$ cat src/sv/rtg_pkg.sv
`timescale 1ns / 1ps
// shared types, codes and sizes of the pre-trade risk gate
package rtg_pkg;

	localparam int BLACKLIST_DEPTH_DEF = 64;
	localparam int QUEUE_DEPTH = 2;

	localparam int CMD_W = 3;
	localparam int KEY_W = 64;
	localparam int PRICE_W = 32;
	localparam int QTY_W = 32;
	localparam int VALUE_W = 64;
	localparam int VERDICT_W = 3;
	localparam int LISTED_W = 7;

	localparam int APB_ADDR_W = 4;
	localparam int APB_DATA_W = 64;
	localparam int REG_SEL_BIT = 3;

	// register select, taken from paddr bit REG_SEL_BIT
	localparam logic REG_VALUE_LIMIT = 1'b0;
	localparam logic REG_ENGINE_ENABLED = 1'b1;

	localparam logic [CMD_W-1:0] CMD_CHECK = 3'd0;
	localparam logic [CMD_W-1:0] CMD_ADD = 3'd1;
	localparam logic [CMD_W-1:0] CMD_REMOVE = 3'd2;
	localparam logic [CMD_W-1:0] CMD_TRIP = 3'd3;
	localparam logic [CMD_W-1:0] CMD_RESET = 3'd4;

	localparam logic [VERDICT_W-1:0] VERDICT_APPROVED = 3'd0;
	localparam logic [VERDICT_W-1:0] VERDICT_ORDER_SIZE = 3'd1;
	localparam logic [VERDICT_W-1:0] VERDICT_BLACKLIST = 3'd2;
	localparam logic [VERDICT_W-1:0] VERDICT_BREAKER = 3'd3;
	localparam logic [VERDICT_W-1:0] VERDICT_SYS_ERROR = 3'd4;

	localparam logic [VALUE_W-1:0] VALUE_LIMIT_RST = '1;

	typedef struct packed {
		logic [CMD_W-1:0]   cmd;
		logic [KEY_W-1:0]   symbol_key;
		logic [PRICE_W-1:0] price_ticks;
		logic [QTY_W-1:0]   order_quantity;
	} in_word_t;

	typedef struct packed {
		logic [VERDICT_W-1:0] verdict;
		logic                 table_full;
		logic                 breaker_active;
		logic [LISTED_W-1:0]  listed_count;
	} out_word_t;

	// classified item handed from front to back
	typedef struct packed {
		logic [CMD_W-1:0] cmd;
		logic [KEY_W-1:0] symbol_key;
		logic             over_limit;
	} task_word_t;

	typedef struct packed {
		logic       valid;
		task_word_t word;
	} task_push_t;

endpackage

$ cat src/sv/rtg_front.sv
`timescale 1ns / 1ps
// front: takes input words, forms the order value and flags it against the limit
module rtg_front (
	input  logic                           clk,
	input  logic                           arst_n,
	input  logic                           in_valid,
	output logic                           in_stall,
	input  rtg_pkg::in_word_t              in_word,
	input  logic [rtg_pkg::VALUE_W-1:0]    value_limit,
	output rtg_pkg::task_push_t            push,
	input  logic                           queue_full
);
	import rtg_pkg::*;

	logic               vld_s1;
	logic [CMD_W-1:0]   cmd_s1;
	logic [KEY_W-1:0]   key_s1;
	logic [VALUE_W-1:0] prod_s1;
	logic [VALUE_W-1:0] prod_d;

	// 32 x 32 product, exact in 64 bits
	assign prod_d = VALUE_W'(in_word.price_ticks) * VALUE_W'(in_word.order_quantity);

	assign in_stall = vld_s1 && queue_full;

	always_ff @(posedge clk or negedge arst_n) begin
		if (!arst_n) begin
			vld_s1 <= 1'b0;
		end else if (!in_stall) begin
			vld_s1 <= in_valid;
		end
	end

	always_ff @(posedge clk) begin
		if (!in_stall && in_valid) begin
			cmd_s1  <= in_word.cmd;
			key_s1  <= in_word.symbol_key;
			prod_s1 <= prod_d;
		end
	end

	always_comb begin
		push.valid           = vld_s1 && !queue_full;
		push.word.cmd        = cmd_s1;
		push.word.symbol_key = key_s1;
		push.word.over_limit = prod_s1 > value_limit;
	end

endmodule

$ cat config.mk
export PLATFORM = sky130hd
export DESIGN_NAME = rtg_front
export DESIGN_NICKNAME = d
export VERILOG_FILES = /design/src/sv/rtg_pkg.sv /design/src/sv/rtg_front.sv
export SDC_FILE = /design/constraint.sdc
export NUM_CORES = 2
export LEC_CHECK = 0
export BUFFER_PORTS_ARGS = -buffer_cell sky130_fd_sc_hd__buf_2
export CAP_MARGIN = 20
export CORE_AREA = 3 3 366 368
export DETAILED_ROUTE_END_ITERATION = 7
export DIE_AREA = 0 0 369 371
export REMOVE_ABC_BUFFERS = 1
export SYNTH_ARGS = -nofsm -noshare
export SYNTH_HDL_FRONTEND = slang
export SYNTH_SLANG_ARGS = --single-unit
$ cat constraint.sdc
create_clock -name clk -period 21.8 [get_ports clk]
set_clock_uncertainty 0.05 [all_clocks]
set_input_delay 0 -clock clk [delete_from_list [all_inputs] [get_ports clk]]
set_output_delay 0 -clock clk [all_outputs]
set_load 0.005 [all_outputs]
# == After elaboration in Yosys (flattened, before gate mapping) ==
# Cells that the tools add are included.
# Widths: inputs -> output; s select.
# totals
regBits,132
inputBits,199
word_cells,11
# op_classes
multipliers,1
n_lt_le_gt_ge,1
reduce_logical,5
# ops
cell,n
$gt 64x64->1,1
$mul 32x32->64,1
$logic_and 1x1->1,3
$logic_not 1->1,2

# == Depth between registers and ports, before layout ==
# logic_depth
ltp_word,3
ltp_mapped,29
mapped_depth_nobuf,27

# == Worst setup path before layout ==
# Ideal clock, no wire load.
# synth_timing
path_kind,flip-flop to flip-flop
from,reg vld_s1
to,reg cmd_s1[0] (enable)
setup_ns,0.639
arrival_time_ns,6.339
required_time_ns,21.111
setup_slack_ns,14.773
stages_incl_launch_ff,3
n_path_buf,0
path_cell_list,dfrtp_1 -> and2_1 -> nor2b_1
# synth_via
elab_chain_cells,3
# synth_rtl
element,line_no,source
from (decl),rtg_front.sv:15,logic vld_s1;
from (signal assigned),rtg_front.sv:30,vld_s1 <= in_valid;
$logic_and 1x1->1,rtg_front.sv:24,assign in_stall = vld_s1 && queue_full;
named net in_stall,rtg_front.sv:7,"output logic in_stall,"
$logic_not 1->1,rtg_front.sv:35,if (!in_stall && in_valid) begin
$logic_and 1x1->1,rtg_front.sv:35,
to (signal assigned),rtg_front.sv:36,cmd_s1 <= in_word.cmd;
to (decl),rtg_front.sv:16,logic [CMD_W-1:0] cmd_s1;
# The timed path passes the listed nets, and every way through them passes these cells.
# A chain may end at the register's enable or synchronous reset.

# == Worst setup path in the final report ==
# layout_timing
from,in in_word[49] (netlist name)
to,reg prod_s1[52] (data pin)
# layout_via
elab_chain_cells,1
# layout_rtl
element,line_no,source
from (decl),rtg_front.sv:8,"input rtg_pkg::in_word_t in_word,"
$mul 32x32->64,rtg_front.sv:22,assign prod_d = VALUE_W'(in_word.price_ticks) * VALUE_W'(in_word.order_quantity);
named net prod_d[52],rtg_front.sv:19,logic [VALUE_W-1:0] prod_d;
to (signal assigned),rtg_front.sv:38,prod_s1 <= prod_d;
to (decl),rtg_front.sv:18,logic [VALUE_W-1:0] prod_s1;
# The timed path passes the listed nets, and every way through them passes these cells.

==> metrics.md <==
| Metric | Value |
|---|---|
| Post-DRT Antenna Nets | 0 |
| Via count | between 20000 and 30000 |
| Routed WL per cell | roughly 19 um |
| Critical path type | in -> reg |
| Initial Utilization | approximately 30% |
| Register bit total from synthesis | 132 |
| Post-synth ARST share | 0.758% |
| Clk_lat worst skew | approximately 0.44 ns |
| Synth Cell Area | 39200 um2 |
| TritonCTS clock tree | done |
| Design area | about 43000 um2 |
| Max-slew headroom | roughly 35% |
| Row count | between 100 and 150 |
| Clock root buffer | clkbuf_16 |
| Max-cap violations | 0 |
| TritonCTS Buffers | 17 |
| Setup TNS | 0 ns |
| CORE AREA | 131000 um2 |
| Initial DRT Pass Iterations | 5 |
| Vias in the first global route | 30700 |
| Share of cells above drive strength 1 | under 10% |
| Crit Path Max Fanout | 32 |
| Max frequency | 134 MHz |
| Pin count of the biggest net entering global routing | 74 |
| Slowest-stage cell, CP | fa_1 |
| Worst hold slack | 0.180 ns |
| Prevailing post-synth register cell | edfxtp_1 |
| Nets | between 5000 and 6000 |
| Total Routing Usage GR | between 15 and 20% |
| Final min period | ~7.5 ns |
| RSZ-0062 raised after global routing | no |
| Area post-placement | between 40000 and 50000 um2 |
| CTS resizes | 0 |
| Post-CTS Hold Buffers | 71 |
| Setup WS post-layout | roughly 14 ns |
| Antenna violations before repair | 10 |
| Global-route wire length before repair | between 150000 and 200000 um |
| Post-synthesis cell type count | between 70 and 80 |
| Clock sinks | around 130 |
| Setup crit end kind | flip-flop |
| Fin. max-slew vios | 0 |
| Sequential-to-total area share from yosys stat | between 10% and 20% |
| IO Port Bufs | 268 |
| Pre-CTS WS | between 10 and 15 ns |
| Total gr overflow | 0 |
| Setup Buffers After CTS | 0 |
| Hold Fails Final Rpt | 0 |
| Area growth syn-to-layout | 10.4% |
| Syn Inst Count | ~4000 |
| Drt total wl | about 110000 um |
| Actual slew at the worst max-slew pin | 0.981 ns |
| H-tree depth | 4 |
| Top post-synthesis cells by area | fa_1 46%, ha_1 10%, edfxtp_1 10% |
| Die width | between 300 and 400 um |
| Final setup viols | 0 |
| Worst EP required | about 22 ns |
| Hold-critical path depth | 3 |
| Share of Yosys cell area claimed by the top area cell type | between 40% and 50% |
| Full die area | between 100000 and 150000 um2 |
| Cell Chain, Critical Path | buf_2 > nand2_1 > fa_1 > fa_1 > fa_1 > fa_1 > inv_1 > fa_1 > inv_1 > fa_1 > fa_1 > fa_1 > inv_1 > ha_1 > o2111ai_1 > a2111oi_2 > o221ai_1 > o21ai_1 > a21oi_1 > o21ai_1 > xor2_1 |
| Vert. Die Dim | between 300 and 400 um |
| Avg Vias per Cell | 4.68 |
| Worst Reg-to-Reg Cells | 4 |
| CTS clk-pin slew, worst paths | 0.07 ns |
| 1st-iter DRT viols | 1669 |
| Yosys top cell by area | fa_1 |
| Routability cong. | between 0.8 and 0.9 |
| Status | complete, no violations |
| Most used cell along the critical path | fa_1 |
| EDFF count, synth | about 130 |
| Worst min path class | in -> out |
| CP Data Arrival Time | around 7.7 ns |
| Tcrit/Tclk final | approximately 34% |
| Synth warn | 0 |
| Clk buf depth | 2 |
| # IOs | 269 |
| Fill count | about 14000 |
| DR DRC count | 0 |
| Slowest stage delay, CP | between 0.5 and 0.6 ns |
| Average size of a mapped cell | about 9.6 um2 |
| Crit start category | input pin |
| Post-DP HPWL | 90900 um |
-- sequential cells by signal, summed over array words and instances (netlist names) --
name,flops
prod_s1,64
cmd_s1,3
vld_s1,1
key_s1,64
-- metrics by stage --
stage | std cells | util, %
CTS | 6004 | 33.0
detailed placement | 5901 | 32.0
finish | 6008 | 33.0
global placement | 5901 | 32.0
global route | 6008 | 33.0
floorplan | 3868 | -
-- cell usage after synthesis (all sizes together), types with 3 or more instances --
master and count:
a211oi 7, o21ai 49, o221ai 5, xor2 21
nor3 21, edfxtp 131, a31oi 8, or3 3
inv 948, nor4 4, nand2b 11, nand4 27
clkbuf 210, a21o 59, o21a 8, o21bai 11
a221oi 4, xnor2 38, nand2 456, and2 625
a2111oi 4, nand3 20, fa 896, nor2 40
nor2b 11, and3 10, and4 5, a21oi 85
o31ai 4, ha 327, buf 6
-- metal layers --
metal	up-vias	wire (um)	track usage [%]	share of wire, %
met5	-	37	0	0.033
met1	14800	46700	22.0	42
met2	772	57100	29.5	51
met4	6	2210	3.54	2.0
met3	130	5080	1.67	4.6
li1	12400	-	-	-
-- final timing paths --
path,from,to,slack (ns)
worst max-delay path,in_word[49],prod_s1[52],14.34
worst min register to register,vld_s1,key_s1[0],1.17
worst max register to register,vld_s1,cmd_s1[2],19.10
worst min-delay path,queue_full,push[68],0.18
min in group asynchronous,arst_n,vld_s1,0.35
max in group asynchronous,arst_n,vld_s1,21.25
-- layout make-up --
class | count | area (um2) | area share, %
Multi-Input combinational cell | 2788 | 30800 | 71.2
Timing Repair Buffer | 349 | 2130 | 4.91
Tap cell | 1755 | 2200 | 5.07
Inverter | 948 | 3560 | 8.22
Antenna cell | 4 | 10.0 | 0.0231
Clock buffer | 17 | 425 | 0.983
Sequential cell | 132 | 3960 | 9.15
Clock inverter | 15 | 183 | 0.422
-- cells in the final DEF (no fill, tap or decap), types with 3 or more instances in the layout --
cell	n
and2_1	624
o21bai_1	11
clkinv_8	5
o21ai_0	45
buf_4	10
xor2_1	21
inv_6	3
and3_2	4
and4_1	3
edfxtp_1	131
nor4_1	4
nor2_1	40
fa_1	896
o31ai_1	3
clkbuf_16	17
and3_1	6
inv_1	947
a211oi_1	7
nand4_1	27
nand2_1	454
nand2b_1	11
nor2b_1	10
o21a_1	8
o221ai_1	5
inv_8	6
nand3_1	20
a21oi_1	84
ha_1	327
dlygate4sd3_1	71
a221oi_1	3
o21ai_1	3
a21o_1	59
buf_2	268
xnor2_1	38
nor3_1	20
diode_2	4
a31oi_1	8
-- critical path: cells and delay by family --
family / cells / cell delay [ns]
adders and majority gates: 9 / 4.49
AOI/OAI and AO/OA: 6 / 1.94
buffers and inverters: 4 / 0.72
xor gates and xnor gates: 1 / 0.25
and+or+nand+nor: 1 / 0.20
-- logic make-up after synthesis --
family	count (synthesis)	share of synthesized area [%]
xor+xnor	59	1.32
mux	2	0.0510
fa+ha+maj	1223	56.2
compound gates	265	4.48
buf+inv	1164	11.3
simple gates	1239	16.6
flops	132	10.1
Power is left out: the tool's default activity adds up to more than one toggle a clock period on the data nets, which glitch-free logic cannot reach.
