<file path="src/sv/rtg_pkg.sv">
`timescale 1ns / 1ps
// shared types, codes and sizes of the pre-trade risk gate
package rtg_pkg;

	localparam int BLACKLIST_DEPTH_DEF = 64;
	localparam int QUEUE_DEPTH = 2;

	localparam int CMD_W = 3;
	localparam int KEY_W = 64;
	localparam int PRICE_W = 32;
	localparam int QTY_W = 32;
	localparam int VALUE_W = 64;
	localparam int VERDICT_W = 3;
	localparam int LISTED_W = 7;

	localparam int APB_ADDR_W = 4;
	localparam int APB_DATA_W = 64;
	localparam int REG_SEL_BIT = 3;

	// register select, taken from paddr bit REG_SEL_BIT
	localparam logic REG_VALUE_LIMIT = 1'b0;
	localparam logic REG_ENGINE_ENABLED = 1'b1;

	localparam logic [CMD_W-1:0] CMD_CHECK = 3'd0;
	localparam logic [CMD_W-1:0] CMD_ADD = 3'd1;
	localparam logic [CMD_W-1:0] CMD_REMOVE = 3'd2;
	localparam logic [CMD_W-1:0] CMD_TRIP = 3'd3;
	localparam logic [CMD_W-1:0] CMD_RESET = 3'd4;

	localparam logic [VERDICT_W-1:0] VERDICT_APPROVED = 3'd0;
	localparam logic [VERDICT_W-1:0] VERDICT_ORDER_SIZE = 3'd1;
	localparam logic [VERDICT_W-1:0] VERDICT_BLACKLIST = 3'd2;
	localparam logic [VERDICT_W-1:0] VERDICT_BREAKER = 3'd3;
	localparam logic [VERDICT_W-1:0] VERDICT_SYS_ERROR = 3'd4;

	localparam logic [VALUE_W-1:0] VALUE_LIMIT_RST = '1;

	typedef struct packed {
		logic [CMD_W-1:0]   cmd;
		logic [KEY_W-1:0]   symbol_key;
		logic [PRICE_W-1:0] price_ticks;
		logic [QTY_W-1:0]   order_quantity;
	} in_word_t;

	typedef struct packed {
		logic [VERDICT_W-1:0] verdict;
		logic                 table_full;
		logic                 breaker_active;
		logic [LISTED_W-1:0]  listed_count;
	} out_word_t;

	// classified item handed from front to back
	typedef struct packed {
		logic [CMD_W-1:0] cmd;
		logic [KEY_W-1:0] symbol_key;
		logic             over_limit;
	} task_word_t;

	typedef struct packed {
		logic       valid;
		task_word_t word;
	} task_push_t;

endpackage

</file>
<file path="src/sv/rtg_queue.sv">
`timescale 1ns / 1ps
// short fifo between front and back
module rtg_queue (
	input  logic                  clk,
	input  logic                  arst_n,
	input  rtg_pkg::task_push_t   push,
	output logic                  full,
	input  logic                  pop,
	output logic                  empty,
	output rtg_pkg::task_word_t   head
);
	import rtg_pkg::*;

	localparam int PTR_W = (QUEUE_DEPTH > 1) ? $clog2(QUEUE_DEPTH) : 1;
	localparam int CNT_W = $clog2(QUEUE_DEPTH + 1);
	localparam logic [PTR_W-1:0] LAST_PTR = PTR_W'(QUEUE_DEPTH - 1);

	task_word_t       entry_q [QUEUE_DEPTH];
	logic [PTR_W-1:0] wr_ptr_q;
	logic [PTR_W-1:0] rd_ptr_q;
	logic [CNT_W-1:0] count_q;
	logic             do_push;
	logic             do_pop;

	assign full    = count_q == CNT_W'(QUEUE_DEPTH);
	assign empty   = count_q == '0;
	assign do_push = push.valid && !full;
	assign do_pop  = pop && !empty;
	assign head    = entry_q[rd_ptr_q];

	always_ff @(posedge clk or negedge arst_n) begin
		if (!arst_n) begin
			wr_ptr_q <= '0;
			rd_ptr_q <= '0;
			count_q  <= '0;
		end else begin
			if (do_push) begin
				wr_ptr_q <= (wr_ptr_q == LAST_PTR) ? '0 : wr_ptr_q + 1'b1;
			end
			if (do_pop) begin
				rd_ptr_q <= (rd_ptr_q == LAST_PTR) ? '0 : rd_ptr_q + 1'b1;
			end
			case ({do_push, do_pop})
				2'b10:   count_q <= count_q + 1'b1;
				2'b01:   count_q <= count_q - 1'b1;
				default: count_q <= count_q;
			endcase
		end
	end

	always_ff @(posedge clk) begin
		if (do_push) begin
			entry_q[wr_ptr_q] <= push.word;
		end
	end

endmodule

</file>
<file path="config.mk">
export PLATFORM = sky130hd
export DESIGN_NAME = rtg_queue
export DESIGN_NICKNAME = d
export VERILOG_FILES = /design/src/sv/rtg_pkg.sv /design/src/sv/rtg_queue.sv
export SDC_FILE = /design/constraint.sdc
export NUM_CORES = 1
export LEC_CHECK = 0
export BUFFER_PORTS_ARGS = -buffer_cell sky130_fd_sc_hd__clkbuf_2
export CORE_UTILIZATION = 52
export CTS_CLUSTER_DIAMETER = 120
export CTS_CLUSTER_SIZE = 14
export DETAILED_ROUTE_END_ITERATION = 10
export GPL_TIMING_DRIVEN = 0
export PLACE_DENSITY = 0.85
export SLEW_MARGIN = 10
export SYNTH_ARGS = -nofsm -noshare
export SYNTH_HDL_FRONTEND = slang
export SYNTH_SLANG_ARGS = --single-unit
</file>
<file path="constraint.sdc">
create_clock -name clk -period 5.7 [get_ports clk]
set_input_delay 1.14 -clock clk [delete_from_list [all_inputs] [get_ports clk]]
set_output_delay 1.14 -clock clk [all_outputs]
set_load 0.005 [all_outputs]
</file>
* Yosys cells after proc, flatten, opt, wreduce, memory -nomap -nowiden
Memory sizes are Yosys's and may differ from the RTL's. Index checks and enable logic that the tools add are counted.
Cells by class: mux-type cells 5, add/sub/neg operators 4, equality and inequality tests 3, reductions and logical operators 6
Operators with widths (count):
- 2-bit equality test, second input constant | 2
- 1-bit two-way mux | 4
- 2-bit one-hot mux with 2 select lines | 1
- 1-bit adder, second input constant | 2
- 2-bit by 1-bit adder with 2-bit output, second input constant | 1
- 2-bit by 1-bit equality test with 1-bit output, second input constant | 1
- 1-bit logical AND | 2
- 1-bit logical NOT | 2
- 2-bit logical NOT | 1
- 2-bit nonzero test | 1
- 2-bit by 1-bit subtractor with 2-bit output, second input constant | 1
Word-level totals: flip-flop bits (word level) 4, word-level logic and storage cells 22, output and inout port bits 70, input bits 72, memory bits (writable) 136, memories 1
Memory list:
- entry_q | depth 2, bits a word 68, read ports 1, clocked after Yosys merged registers in 0, write ports 1, RTL line rtg_queue.sv:18 | task_word_t entry_q [QUEUE_DEPTH];

* Longest topological paths before layout
depth after elaboration 5, depth in mapped cells 6

* Worst setup path after synthesis
No wires, ideal clock.
path type input to register, from input port push[68] in the netlist's numbering, to memory entry_q[0][0] in the netlist's numbering, enable pin, arrival 4.075 ns, setup slack 1.130 ns, setup time 0.494 ns, stages 2, path through nand2_1 > nor2_1
On the way: cells in the longest elaborated chain, start to end 3
RTL lines:
- start: declaration | RTL line rtg_queue.sv:6 | input rtg_pkg::task_push_t push,
- 1-bit logical AND | RTL line rtg_queue.sv:27 | assign do_push = push.valid && !full;
- 1-bit two-way mux | RTL line rtg_queue.sv:52 | if (do_push) begin
- 1-bit two-way mux (implied by the code) | RTL line rtg_queue.sv:53 | entry_q[wr_ptr_q] <= push.word;
- end: declaration | RTL line rtg_queue.sv:18
No other way between the ends.

==> summary.md <==
| Metric | Value |
|---|---|
| Outcome | `complete, no violations` |
| Num CTS Buffers | `17` |
| First-pass GRT wire length | `about 13000 um` |
| # resized after CTS | `0` |
| Effective utilization at floorplan | `a little over half` |
| Clock latency on the worst-skew pair | `~0.50 ns` |
| Root Buffer Master | `clkbuf_8` |
| Largest cells by area after synthesis | `edfxtp_1 (79%), mux2_2 (13%), mux2_4 (2.9%)` |
| Final setup TNS | `0 ns` |
| Worst path required time | `roughly 4.6 ns` |
| Nets@finish | `466` |
| Yosys warnings | `0` |
| CP Class | `reg2out` |
| Worst Max-Slew Pin Slew | `about 0.76 ns` |
| DRC violations left | `0` |
| Routed length per instance | `16.23 um` |
| Util after Layout | `70.68%` |
| CTS tree | `yes` |
| Most frequent cells in the layout | `clkbuf_2 (141), edfxtp_1 (136), mux2_2 (58), clkbuf_16 (16), mux2_4 (10)` |
| Final period utilization | `51.47%` |
| Clock Sinks | `between 100 and 150` |
| I/O pins | `142` |
| Share of post-route cells with drive strength above 1 | `just over 60%` |
| Number of global-route vias before repair | `2706` |
| CP max FO | `10` |
| WP data arrival | `1.79 ns` |
| Postcts setup bufs | `0` |
| Worst vdd ir | `around 0.30 mV` |
| Clock transition at the registers of the reported paths | `approximately 0.060 ns` |
| # setup viols final | `0` |
| Max frequency | `340.9 MHz` |
| Die X | `roughly 100 um` |
| Layout area overhead | `29.38%` |
| HPWL Detailed | `5908 um` |
| Gp weighted congestion | `0.6889` |
| # port buffers | `between 100 and 150` |
| Antenna-violating nets left | `0` |
| Skew final | `around 0.0067 ns` |
| Ant. Diodes | `0` |
| Initial antenna violation count | `0` |
| Max-slew violation count | `0` |
| Fin. Hold Viols | `0` |
| H-tree depth | `4` |
| Placed Area | `between 0.006 and 0.007 sq mm` |
| Register area share after synthesis | `between 80% and 90%` |
| CP top delay family | `buffers and inverters` |
| Maximum clock path buffer count | `2` |
| Max-slew headroom | `around half` |
| Hold Buf Count CTS | `0` |
| Post-synthesis cell type count | `16` |
| Min cycle time layout | `slightly below 3 ns` |
| Congestion Overflow GR | `0` |
| Post-Route WL | `8685 um` |
| Crit path largest cell delay | `approximately 0.4 ns` |
| Drt initial violations | `70` |
| Synth Register Bits | `140` |
| Largest net degree at the start of global routing | `between 50 and 60` |
| Die Y | `101.5 um` |
| Worst Hold Class | `in2async` |
| Synth Net Count | `303` |
| CP max-delay cell | `mux2_2` |
| Buf+Inv Stages, Crit Path | `3` |
| Final Cell Area | `about 0.0067 sq mm` |
| Commonest non-fill, non-tap cell in the layout | `clkbuf_2` |
| Cell leakage power | `roughly 2.6 nW` |
| Core area | `0.009415 sq mm` |
| P per Cell Area | `roughly 520 mW/mm^2` |
| RSZ-0062 raised after global routing | `no` |
| Critical-path cell list | `buf_6, buf_2, mux2_2, clkbuf_2` |
| FF-to-FF path depth | `4` |
| GRT Util Overall | `between 10% and 20%` |
| Cell taking the most area after synthesis | `edfxtp_1` |
| Drt via density | `4.964` |
| Startpoint types | `register` |
| Fillers | `~630` |
| Total power | `about 0.0034 W` |
| Post-synth top area share | `79.40%` |
| Max-Cap Viols | `0` |
| Vias | `~2700` |
| Synth Cell Area | `roughly 0.005 sq mm` |
| CP Depth | `4` |
| Post-Synthesis Cells | `between 200 and 250` |
| Num rows | `35` |
| Mean Syn Cell Area | `around 22 sq um` |
| Full die area | `just over 0.01 sq mm` |
| Drt pass-1 iters | `4` |
| Endpoint class of the critical path | `output pin` |
-- routing by layer --
metal | vias up | share of wire (%) | GRT usage [%] | wire, um
met1 | 1289 | 38 | 19.43 | 3328
met3 | 17 | 5.8 | 4.969 | 508
met4 | 0 | 1.9 | 9.476 | 167
met2 | 106 | 54 | 30.93 | 4680
li1 | 1244 | - | - | -
met5 | - | 0 | 0 | 0
-- synth_stat cells --
| master | n |
|---|---|
| nor2b_1 | 1 |
| nor2_1 | 3 |
| and3_1 | 1 |
| mux2_4 | 10 |
| buf_8 | 1 |
| dfrtp_1 | 4 |
| ha_1 | 1 |
| xnor2_1 | 3 |
| xor2_1 | 2 |
| edfxtp_1 | 136 |
| nand2b_1 | 1 |
| nand2_1 | 1 |
| buf_6 | 2 |
| buf_2 | 5 |
| inv_1 | 1 |
| mux2_2 | 58 |
-- flip-flops by register name, indices dropped and copies added, names as in the netlist --
signal,cells
entry_q,136
wr_ptr_q,1
count_q,2
rd_ptr_q,1
-- power by group --
group,switching (W),internal [W],total [W]
combinational,0.000462,0.000500,0.000963
clock,0.000421,0.000588,0.00101
sequential,0.0000601,0.00141,0.00147
total,0.000943,0.00250,0.00344
-- metrics by stage --
step	hold WS, ns	cells	setup WS (ns)
after floorplan	0.4608	230	1.130
after global placement	0.4750	500	-0.3891
after detailed placement	0.5257	503	3.084
after CTS	0.4193	535	2.725
after global routing	0.4241	535	2.686
final	0.4329	535	2.766
-- area by class of cell --
type                       count  area [sq um]  area share (%)
sequential                   140          4184           62.87
multi-input combinational     81         905.9           13.61
timing repair buffer         144         780.7           11.73
clock buffer                  18         417.9           6.279
tap                          129         161.4           2.425
clock inverter                14         138.9           2.087
buffer                         8         62.56          0.9400
inverter                       1         3.754         0.05640
-- worst paths after layout --
| check | startpoint | slack, ns | end |
|---|---|---|---|
| min reg2reg | count_q[1]$_DFFE_PN0P_ | 0.53 | count_q[1]$_DFFE_PN0P_ |
| max reg2reg | count_q[0]$_DFFE_PN0P_ | 3.72 | entry_q[0][15]$_DFFE_PP_ |
| max in group asynchronous | arst_n | 5.14 | count_q[0]$_DFFE_PN0P_ |
| max | rd_ptr_q$_DFFE_PN0P_ | 2.77 | head[3] |
| min in group clk | count_q[1]$_DFFE_PN0P_ | 0.53 | count_q[1]$_DFFE_PN0P_ |
| min | arst_n | 0.43 | count_q[1]$_DFFE_PN0P_ |
-- logic make-up (layout without fill, tap and decap cells) --
| group | count (synthesis) | count (layout) | share of synthesized area [%] |
|---|---|---|---|
| flip-flops | 140 | 140 | 81.34 |
| buffers and inverters | 9 | 185 | 1.289 |
| XOR/XNOR | 5 | 5 | 0.8515 |
| AND/OR/NAND/NOR | 7 | 7 | 0.6569 |
| adder cells (fa/ha/maj) | 1 | 1 | 0.2432 |
| multiplexers | 68 | 68 | 15.62 |
No activity file was read; power rests on OpenSTA's default activity.
