$ cat config.mk
export PLATFORM = sky130hd
export DESIGN_NAME = rtg_back
export DESIGN_NICKNAME = d
export VERILOG_FILES = /design/src/sv/rtg_pkg.sv /design/src/sv/rtg_ram.sv /design/src/sv/rtg_back.sv
export SDC_FILE = /design/constraint.sdc
export NUM_CORES = 2
export LEC_CHECK = 0
export BUFFER_PORTS_ARGS = -buffer_cell sky130_fd_sc_hd__buf_2
export CAP_MARGIN = 20
export CORE_UTILIZATION = 40
export DETAILED_ROUTE_END_ITERATION = 10
export PLACE_DENSITY = 0.51
export SLEW_MARGIN = 5
export SYNTH_ARGS = -nofsm -noshare
export SYNTH_HDL_FRONTEND = slang
export SYNTH_SLANG_ARGS = --single-unit
$ cat constraint.sdc
create_clock -name clk -period 17.56 [get_ports clk]
set_clock_uncertainty 0.15 [all_clocks]
set_input_delay 2.634 -clock clk [delete_from_list [all_inputs] [get_ports clk]]
set_output_delay 2.634 -clock clk [all_outputs]
set_load 0.01 [all_outputs]
$ cat src/sv/rtg_pkg.sv
`timescale 1ns / 1ps
// shared types, codes and sizes of the pre-trade risk gate
package rtg_pkg;

	localparam int BLACKLIST_DEPTH_DEF = 64;
	localparam int QUEUE_DEPTH = 2;

	localparam int CMD_W = 3;
	localparam int KEY_W = 64;
	localparam int PRICE_W = 32;
	localparam int QTY_W = 32;
	localparam int VALUE_W = 64;
	localparam int VERDICT_W = 3;
	localparam int LISTED_W = 7;

	localparam int APB_ADDR_W = 4;
	localparam int APB_DATA_W = 64;
	localparam int REG_SEL_BIT = 3;

	// register select, taken from paddr bit REG_SEL_BIT
	localparam logic REG_VALUE_LIMIT = 1'b0;
	localparam logic REG_ENGINE_ENABLED = 1'b1;

	localparam logic [CMD_W-1:0] CMD_CHECK = 3'd0;
	localparam logic [CMD_W-1:0] CMD_ADD = 3'd1;
	localparam logic [CMD_W-1:0] CMD_REMOVE = 3'd2;
	localparam logic [CMD_W-1:0] CMD_TRIP = 3'd3;
	localparam logic [CMD_W-1:0] CMD_RESET = 3'd4;

	localparam logic [VERDICT_W-1:0] VERDICT_APPROVED = 3'd0;
	localparam logic [VERDICT_W-1:0] VERDICT_ORDER_SIZE = 3'd1;
	localparam logic [VERDICT_W-1:0] VERDICT_BLACKLIST = 3'd2;
	localparam logic [VERDICT_W-1:0] VERDICT_BREAKER = 3'd3;
	localparam logic [VERDICT_W-1:0] VERDICT_SYS_ERROR = 3'd4;

	localparam logic [VALUE_W-1:0] VALUE_LIMIT_RST = '1;

	typedef struct packed {
		logic [CMD_W-1:0]   cmd;
		logic [KEY_W-1:0]   symbol_key;
		logic [PRICE_W-1:0] price_ticks;
		logic [QTY_W-1:0]   order_quantity;
	} in_word_t;

	typedef struct packed {
		logic [VERDICT_W-1:0] verdict;
		logic                 table_full;
		logic                 breaker_active;
		logic [LISTED_W-1:0]  listed_count;
	} out_word_t;

	// classified item handed from front to back
	typedef struct packed {
		logic [CMD_W-1:0] cmd;
		logic [KEY_W-1:0] symbol_key;
		logic             over_limit;
	} task_word_t;

	typedef struct packed {
		logic       valid;
		task_word_t word;
	} task_push_t;

endpackage

$ cat src/sv/rtg_ram.sv
`timescale 1ns / 1ps
// generic single write port, single read port ram with registered read
module rtg_ram #(
	parameter int WIDTH = 64,
	parameter int DEPTH = 64,
	localparam int AW = (DEPTH > 1) ? $clog2(DEPTH) : 1
) (
	input  logic             clk,
	input  logic             wr_en,
	input  logic [AW-1:0]    wr_addr,
	input  logic [WIDTH-1:0] wr_data,
	input  logic             rd_en,
	input  logic [AW-1:0]    rd_addr,
	output logic [WIDTH-1:0] rd_data
);

	logic [WIDTH-1:0] mem_q [DEPTH];
	logic [WIDTH-1:0] rd_data_q;

	always_ff @(posedge clk) begin
		if (wr_en) begin
			mem_q[wr_addr] <= wr_data;
		end
		if (rd_en) begin
			rd_data_q <= mem_q[rd_addr];
		end
	end

	assign rd_data = rd_data_q;

endmodule

$ cat src/sv/rtg_back.sv
`timescale 1ns / 1ps
// back: scans the blacklist, applies the command and holds the result word
module rtg_back #(
	parameter int BLACKLIST_DEPTH = rtg_pkg::BLACKLIST_DEPTH_DEF
) (
	input  logic                 clk,
	input  logic                 arst_n,
	input  logic                 q_empty,
	input  rtg_pkg::task_word_t  q_head,
	output logic                 q_pop,
	input  logic                 engine_enabled,
	output logic                 out_valid,
	input  logic                 out_stall,
	output rtg_pkg::out_word_t   out_word
);
	import rtg_pkg::*;

	localparam int IDX_W = (BLACKLIST_DEPTH > 1) ? $clog2(BLACKLIST_DEPTH) : 1;
	localparam int CNT_W = $clog2(BLACKLIST_DEPTH + 1);
	localparam logic [IDX_W-1:0] LAST_IDX = IDX_W'(BLACKLIST_DEPTH - 1);
	localparam logic [CNT_W-1:0] DEPTH_CNT = CNT_W'(BLACKLIST_DEPTH);

	typedef enum logic [1:0] {
		S_IDLE,
		S_SCAN,
		S_FINISH
	} state_t;

	state_t                     state_q;
	logic [CNT_W-1:0]           issue_cnt_q;
	logic                       cmp_vld_q;
	logic [IDX_W-1:0]           cmp_idx_q;
	logic                       hit_q;
	logic                       free_q;
	logic [BLACKLIST_DEPTH-1:0] valid_q;
	logic [CNT_W-1:0]           count_q;
	logic                       breaker_q;
	logic                       out_vld_q;
	out_word_t                  out_q;

	task_word_t                 cur_q;
	logic [IDX_W-1:0]           hit_idx_q;
	logic [IDX_W-1:0]           free_idx_q;

	logic                       rd_en;
	logic [IDX_W-1:0]           rd_addr;
	logic [KEY_W-1:0]           rd_data;
	logic                       cmp_hit;
	logic                       cmp_free;
	logic                       scan_last;
	logic                       need_scan;
	logic                       out_free;
	logic                       do_finish;
	logic                       add_ok;
	logic                       rm_ok;
	logic                       breaker_next;
	logic [CNT_W-1:0]           count_next;
	logic [VERDICT_W-1:0]       verdict;
	logic                       table_full;

	rtg_ram #(
		.WIDTH (KEY_W),
		.DEPTH (BLACKLIST_DEPTH)
	) u_keys (
		.clk     (clk),
		.wr_en   (do_finish && add_ok),
		.wr_addr (free_idx_q),
		.wr_data (cur_q.symbol_key),
		.rd_en   (rd_en),
		.rd_addr (rd_addr),
		.rd_data (rd_data)
	);

	// one key read issued per cycle, compared in the following cycle
	assign rd_en     = (state_q == S_SCAN) && (issue_cnt_q < DEPTH_CNT);
	assign rd_addr   = issue_cnt_q[IDX_W-1:0];
	assign cmp_hit   = cmp_vld_q && valid_q[cmp_idx_q] && (rd_data == cur_q.symbol_key);
	assign cmp_free  = cmp_vld_q && !valid_q[cmp_idx_q];
	assign scan_last = cmp_vld_q && (cmp_idx_q == LAST_IDX);

	// a check decided before the blacklist step needs no scan
	assign need_scan = (q_head.cmd == CMD_ADD) || (q_head.cmd == CMD_REMOVE) ||
	                   ((q_head.cmd == CMD_CHECK) && engine_enabled && !q_head.over_limit);

	assign q_pop     = (state_q == S_IDLE) && !q_empty;
	assign out_free  = !out_vld_q || !out_stall;
	assign do_finish = (state_q == S_FINISH) && out_free;
	assign add_ok    = (cur_q.cmd == CMD_ADD) && !hit_q && free_q;
	assign rm_ok     = (cur_q.cmd == CMD_REMOVE) && hit_q;

	always_comb begin
		verdict      = VERDICT_APPROVED;
		table_full   = 1'b0;
		breaker_next = breaker_q;
		count_next   = count_q;
		case (cur_q.cmd)
			CMD_CHECK: begin
				if (!engine_enabled) begin
					verdict = VERDICT_SYS_ERROR;
				end else if (cur_q.over_limit) begin
					verdict = VERDICT_ORDER_SIZE;
				end else if (hit_q) begin
					verdict = VERDICT_BLACKLIST;
				end else if (breaker_q) begin
					verdict = VERDICT_BREAKER;
				end
			end
			CMD_ADD: begin
				table_full = !hit_q && !free_q;
				if (add_ok) begin
					count_next = count_q + 1'b1;
				end
			end
			CMD_REMOVE: begin
				if (rm_ok) begin
					count_next = count_q - 1'b1;
				end
			end
			CMD_TRIP:  breaker_next = 1'b1;
			CMD_RESET: breaker_next = 1'b0;
			default: ;
		endcase
	end

	always_ff @(posedge clk or negedge arst_n) begin
		if (!arst_n) begin
			state_q     <= S_IDLE;
			issue_cnt_q <= '0;
			cmp_vld_q   <= 1'b0;
			cmp_idx_q   <= '0;
			hit_q       <= 1'b0;
			free_q      <= 1'b0;
			valid_q     <= '0;
			count_q     <= '0;
			breaker_q   <= 1'b0;
			out_vld_q   <= 1'b0;
			out_q       <= '0;
		end else begin
			if (do_finish) begin
				out_vld_q <= 1'b1;
			end else if (!out_stall) begin
				out_vld_q <= 1'b0;
			end
			case (state_q)
				S_IDLE: begin
					if (q_pop) begin
						issue_cnt_q <= '0;
						cmp_vld_q   <= 1'b0;
						hit_q       <= 1'b0;
						free_q      <= 1'b0;
						state_q     <= need_scan ? S_SCAN : S_FINISH;
					end
				end
				S_SCAN: begin
					cmp_vld_q <= rd_en;
					if (rd_en) begin
						issue_cnt_q <= issue_cnt_q + 1'b1;
						cmp_idx_q   <= rd_addr;
					end
					hit_q  <= hit_q | cmp_hit;
					free_q <= free_q | cmp_free;
					if (scan_last) begin
						state_q <= S_FINISH;
					end
				end
				S_FINISH: begin
					if (out_free) begin
						if (add_ok) begin
							valid_q[free_idx_q] <= 1'b1;
						end
						if (rm_ok) begin
							valid_q[hit_idx_q] <= 1'b0;
						end
						count_q                <= count_next;
						breaker_q              <= breaker_next;
						out_q.verdict          <= verdict;
						out_q.table_full       <= table_full;
						out_q.breaker_active   <= breaker_next;
						out_q.listed_count     <= LISTED_W'(count_next);
						state_q                <= S_IDLE;
					end
				end
				default: state_q <= S_IDLE;
			endcase
		end
	end

	always_ff @(posedge clk) begin
		if (q_pop) begin
			cur_q <= q_head;
		end
		if (state_q == S_SCAN) begin
			if (cmp_hit && !hit_q) begin
				hit_idx_q <= cmp_idx_q;
			end
			// lowest free entry wins
			if (cmp_free && !free_q) begin
				free_idx_q <= cmp_idx_q;
			end
		end
	end

	assign out_valid = out_vld_q;
	assign out_word  = out_q;

	a_count_matches_valid: assert property (@(posedge clk) disable iff (!arst_n)
		count_q == CNT_W'($countones(valid_q)))
		else $error("entry count differs from number of valid entries");

	a_count_bounded: assert property (@(posedge clk) disable iff (!arst_n)
		count_q <= DEPTH_CNT)
		else $error("entry count above table depth");

	a_hit_is_valid: assert property (@(posedge clk) disable iff (!arst_n)
		(state_q == S_FINISH) && hit_q |-> valid_q[hit_idx_q])
		else $error("matched entry is not valid");

endmodule

---- Word level (Yosys, flattened, before mapping) ----
Memory sizes are Yosys's and may differ from the RTL's. A register that Yosys moved wholly into a read port is not among the register bits.
Index checks and enable logic that the tools add are counted.
storage, ports and cells
  register bits after elaboration ......... 175
  bits in writable memories ............... 4096
  input port bits ......................... 73
  logic and storage cells ................. 128
  memories kept ........................... 1
memory list
  name          depth  width  rd ports  clocked after memory_dff  wr ports  RTL line       text
  u_keys.mem_q  64     64     1         1                         1         rtg_ram.sv:17  logic [WIDTH-1:0] mem_q [DEPTH];
cells by class
  add/subtract/negate cells ............... 3
  $lt $le $gt $ge ......................... 6
  equal/unequal tests ..................... 17
  mux-type cells .......................... 36
  bitwise logic cells ..................... 5
  reduce and logical (&&, ||, !) cells .... 43
operators with widths
  cell                   count
  $mux W64               4
  $and A64 B64 Y64       1
  $eq A64 B64 Y1         1
  $not A64 Y64           1
  $or A64 B64 Y64        1
  $mux W7                4
  $pmux W7 S2            2
  $lt A6 B7 Y1 const B   3
  $logic_and A1 B1 Y1    18
  $add A7 B1 Y7 const B  2
  $mux W2                7
  $demux W1 S6           2
  $ge A6 B1 Y1 const B   2
  $ne A2 B2 Y1 const B   6
  $reduce_and A2 Y1      5
  $eq A3 B2 Y1 const B   3
  $mux W1                9
  $reduce_and A3 Y1      3
  $pmux W1 S2            4
  $logic_not A1 Y1       7
  $lt A7 B7 Y1 const B   1
  $sub A7 B1 Y7 const B  1
  $bmux W1 S6            1
  $eq A3 B1 Y1 const B   2
  13 further kinds       20

---- Logic depth before layout (Yosys ltp) ----
  depth after elaboration ................. 10
  depth in mapped cells ................... 9
  mapped depth without buffers ............ 8

---- Hierarchy ----
From an unflattened synthesis, not the netlist that was laid out.
second synthesis, totals
  cell total of the unflattened synthesis .. 7234
  area total of the unflattened synthesis .. 164843.1 um^2
by module, submodules not included
  module    instances  cells each  area an instance (um^2)
  rtg_ram   1          6598        156989.3
  rtg_back  1          636         7853.8

---- Worst setup path after synthesis ----
OpenSTA, ideal clock, no wires.
  kind .................................... input port to output port
  start point ............................. in q_empty
  end point ............................... out q_pop
  arrival time ............................ 7822 ps
  data required time ...................... 14776 ps
  slack ................................... 6954 ps
  stages on the path ...................... 1
  path buffers ............................ 0
  cell sequence ........................... nor3_1
between the ends
  word-level cells in the longest chain between the ends .. 2
RTL lines
  what                 RTL line        text
  from (decl)          rtg_back.sv:8   input logic q_empty,
  $logic_not A1 Y1     rtg_back.sv:85  assign q_pop = (state_q == S_IDLE) && !q_empty;
  $logic_and A1 B1 Y1  rtg_back.sv:85
  to (decl)            rtg_back.sv:10  output logic q_pop,
Every way passes these cells.

---- Worst setup path after layout ----
  start point ............................. reg issue_cnt_q[0]
  end point ............................... reg u_keys.rd_data_q[2] (netlist: u_keys.rd_data[2]), read port of u_keys.mem_q, data pin
between the ends
  word-level cells in the longest chain between the ends .. 2
RTL lines
  what                    RTL line         text
  from (decl)             rtg_back.sv:30   logic [CNT_W-1:0] issue_cnt_q;
  from (signal assigned)  rtg_back.sv:157  issue_cnt_q <= issue_cnt_q + 1'b1;
  $lt A7 B7 Y1            rtg_back.sv:75   assign rd_en = (state_q == S_SCAN) && (issue_cnt_q < DEPTH_CNT);
  $logic_and A1 B1 Y1     rtg_back.sv:75
  to (decl)               rtg_ram.sv:18    logic [WIDTH-1:0] rd_data_q;
Parallel ways exist; a longest one is shown, timed or not.
A chain may end at the register's enable or synchronous reset.

==> run metrics <==
Max FO, Critical Path=90; first-pass GRT wire length=641000 microns; Net Sw Frac=27.8%; FP Rows=235; min Tclk post-route=6.40 ns; Starting DRT DRC Count=8910; Fmax=156 MHz; Via-to-Cell Ratio=5.85; final RePlAce weighted congestion=0.807; via count=74900; NumNets Final=7024; # fillers=33600; Hold Crit Class=flop to flop; Ys Warns=0; CTS resizes=0; Post-synth EDFFs=4240; gr ovfl total=0; flops & latches, synth=4335; Clock Sinks=4335; Post-CTS Setup Bufs=0; vias in the first global route=76300; Worst Tran Pin Value=1.16 ns; first-pass iteration count of the detailed router=5; reg2reg setup slack=11.16 ns; VDD IR max=0.000116 V; PwrDens=146 mW/mm^2; Post-synth top flop=edfxtp_1; max-cap violation count=0; crit end category=flop; Syn Nets=6513; Seq/Total Area, Yosys=78.9%; HPWL Detailed=264000 microns; Slew HR=22.8%; combinational share of power=21.7%; final hold vios=0; crit path DAT=6.98 ns; largest net degree at the start of global routing=121; I/O pins=87; core area=0.410 sq mm; Final Max Tran Viols=0; Setup CP Type=flop to flop; DRC Markers=0; Psw=0.00764 W; worst skew pair latency=1.00 ns; clock transition at the registers of the reported paths=0.06 ns; Tcrit/Tclk final=36.5%; TritonCTS buffer count=452; post-DR wirelength/cell=36.3 microns; Setup TNS=0 ns; CTS Hold Bufs=0; status=finished, final reports clean; RSZ-0062 raised after global routing=no; Area Overhead vs Synth=14.2%; Leak Pwr=56.8 nW; Initial Utilization=40.2%; Port Buffers=86; post-synthesis cell area=0.164 sq mm; die span in y=643 microns; Routed Antenna Nets=0; TritonCTS clock tree=built; area of the multi-input gates=0.0337 sq mm; share of cells above drive strength 1=33.2%; Worst setup SP type=flop; Mean Syn Cell Area=25.5 sq um; H-tree depth=5; Post-Layout Cell Count=12800; Required @ worst endpoint=18.13 ns; placed cells=11900; Die X=643 microns; Clk pwr share=34.3%; CTS root buf=clkbuf_16; Reg power frac=44.0%; cell-internal power=0.0198 W; Max Root-Sink Buffers=4; asr flop ratio synth=2.19%; Synth cell types=51; Syn Inst Count=6437; final setup fails=0; GRT Util Overall=22.4%; Die ar.=0.414 sq mm; initial antenna violation count=49; final wirelength=464000 microns; Seq. cell area=0.130 sq mm
-- state kept, by name (all words and copies together) (netlist names), 2 cells and up --
| signal | count |
|---|---|
| u_keys.mem_q | 4096 |
| cur_q | 68 |
| free_idx_q | 6 |
| u_keys.rd_data | 64 |
| state_q | 2 |
| valid_q | 64 |
| cmp_idx_q | 6 |
| issue_cnt_q | 7 |
| out_word | 12 |
| hit_idx_q | 6 |
-- placed cells by master, fill, tap and decap left out, drive strengths merged, types with 6 or more instances in the layout --
| cell | n |
|---|---|
| a21oi | 9 |
| nand2b | 6 |
| clkinvlp | 15 |
| nor3 | 10 |
| nor2b | 10 |
| nand3b | 7 |
| bufinv | 37 |
| o22a | 64 |
| inv | 32 |
| mux4 | 1355 |
| o21ai | 12 |
| mux2i | 14 |
| diode | 14 |
| nor2 | 87 |
| buf | 374 |
| nor4 | 15 |
| mux2 | 9 |
| clkbuf | 561 |
| dfrtp | 95 |
| xor2 | 56 |
| edfxtp | 4240 |
| clkinv | 212 |
| nand3 | 13 |
| nand2 | 37 |
| xnor2 | 8 |
| nand4 | 6 |
-- cells by family after synthesis --
logic type / after synthesis / synth area share, %
AOI/OAI and AO/OA: 114 / 0.545
xor gates and xnor gates: 64 / 0.341
adders and majority gates: 3 / 0.0228
buffers and inverters: 335 / 0.921
DFF: 4335 / 78.9
muxes: 1378 / 18.7
and+or+nand+nor: 208 / 0.600
-- final cells by class --
type                       instances  share of cell area, %
timing repair buffer             374                   1.56
multi-input combinational       1767                   18.0
clock inverter                   278                   1.42
inverter                          18                 0.0360
clock buffer                     561                   6.31
sequential                      4335                   69.1
tap                             5451                   3.63
antenna                           14                 0.0187
-- path summary, 6_finish.rpt --
check,start,endpoint,depth (start not counted)
worst max-delay path,issue_cnt_q[0],u_keys.rd_data[2],7
worst min-delay path,out_word[6],out_word[6],1
worst max register to register,issue_cnt_q[0],u_keys.rd_data[2],7
worst min register to register,out_word[6],out_word[6],1
max in group asynchronous,arst_n,issue_cnt_q[5],2
min in group asynchronous,arst_n,out_word[5],1
-- power groups by stage --
stage	sequential, W	combinational, W	clock, W
2_1_floorplan	0.0124	0.00365	0
3_5_place_dp	0.0123	0.00611	0
4_1_cts	0.0121	0.00613	0.00961
3_3_place_gp	0.0123	0.00606	0
5_1_grt	0.0121	0.00630	0.00996
6_report	0.0121	0.00596	0.00940
-- routing by layer --
layer	track usage, %	routed length, microns	vias to the layer above
met2	36.8	229000	2682
li1	-	-	29300
met1	31.7	196000	42300
met5	0	57	-
met3	3.48	28900	576
met4	4.82	10200	8
-- Yosys cell counts, drive strengths merged, types with 4 or more instances --
| cell | number | area (sq um) |
|---|---|---|
| nand3b | 7 | 52.6 |
| xnor2 | 8 | 70.1 |
| dfrtp | 95 | 2380 |
| nor2b | 10 | 62.6 |
| inv | 18 | 67.6 |
| nand2 | 37 | 139 |
| nand3 | 13 | 65.1 |
| nor3 | 10 | 50.1 |
| edfxtp | 4240 | 127000 |
| nand4 | 6 | 37.5 |
| clkbuf | 132 | 495 |
| xor2 | 56 | 490 |
| o22a | 64 | 561 |
| a21oi | 9 | 45.0 |
| and3 | 4 | 25.0 |
| o21ai | 12 | 60.1 |
| mux2 | 9 | 101 |
| buf | 185 | 952 |
| nor4 | 15 | 93.8 |
| mux4 | 1355 | 30500 |
| mux2i | 14 | 140 |
| nor2 | 87 | 327 |
| nand2b | 6 | 37.5 |
| o22ai | 4 | 25.0 |
-- critical path, cell delays in order, from the launching register on --
cell     delay [ns]
dfrtp_4        0.98
buf_4          0.78
buf_4          0.70
buf_12         0.62
buf_4          0.84
mux4_2         0.60
mux4_2         0.58
mux4_2         0.49
-- through the flow --
stage	hold WS, ns	total power, W	instance area [sq um]	setup slack, ns	util [%]
finish	0.322	0.0274	188000	11.16	45.9
global route	0.332	0.0283	188000	10.67	45.9
CTS	0.326	0.0278	188000	10.94	45.8
detailed placement	0.312	0.0184	173000	10.53	42.3
global placement	0.307	0.0183	173000	9.97	42.2
floorplan	0.283	0.0161	164000	6.95	-
Power figures use the tool's default switching activity.
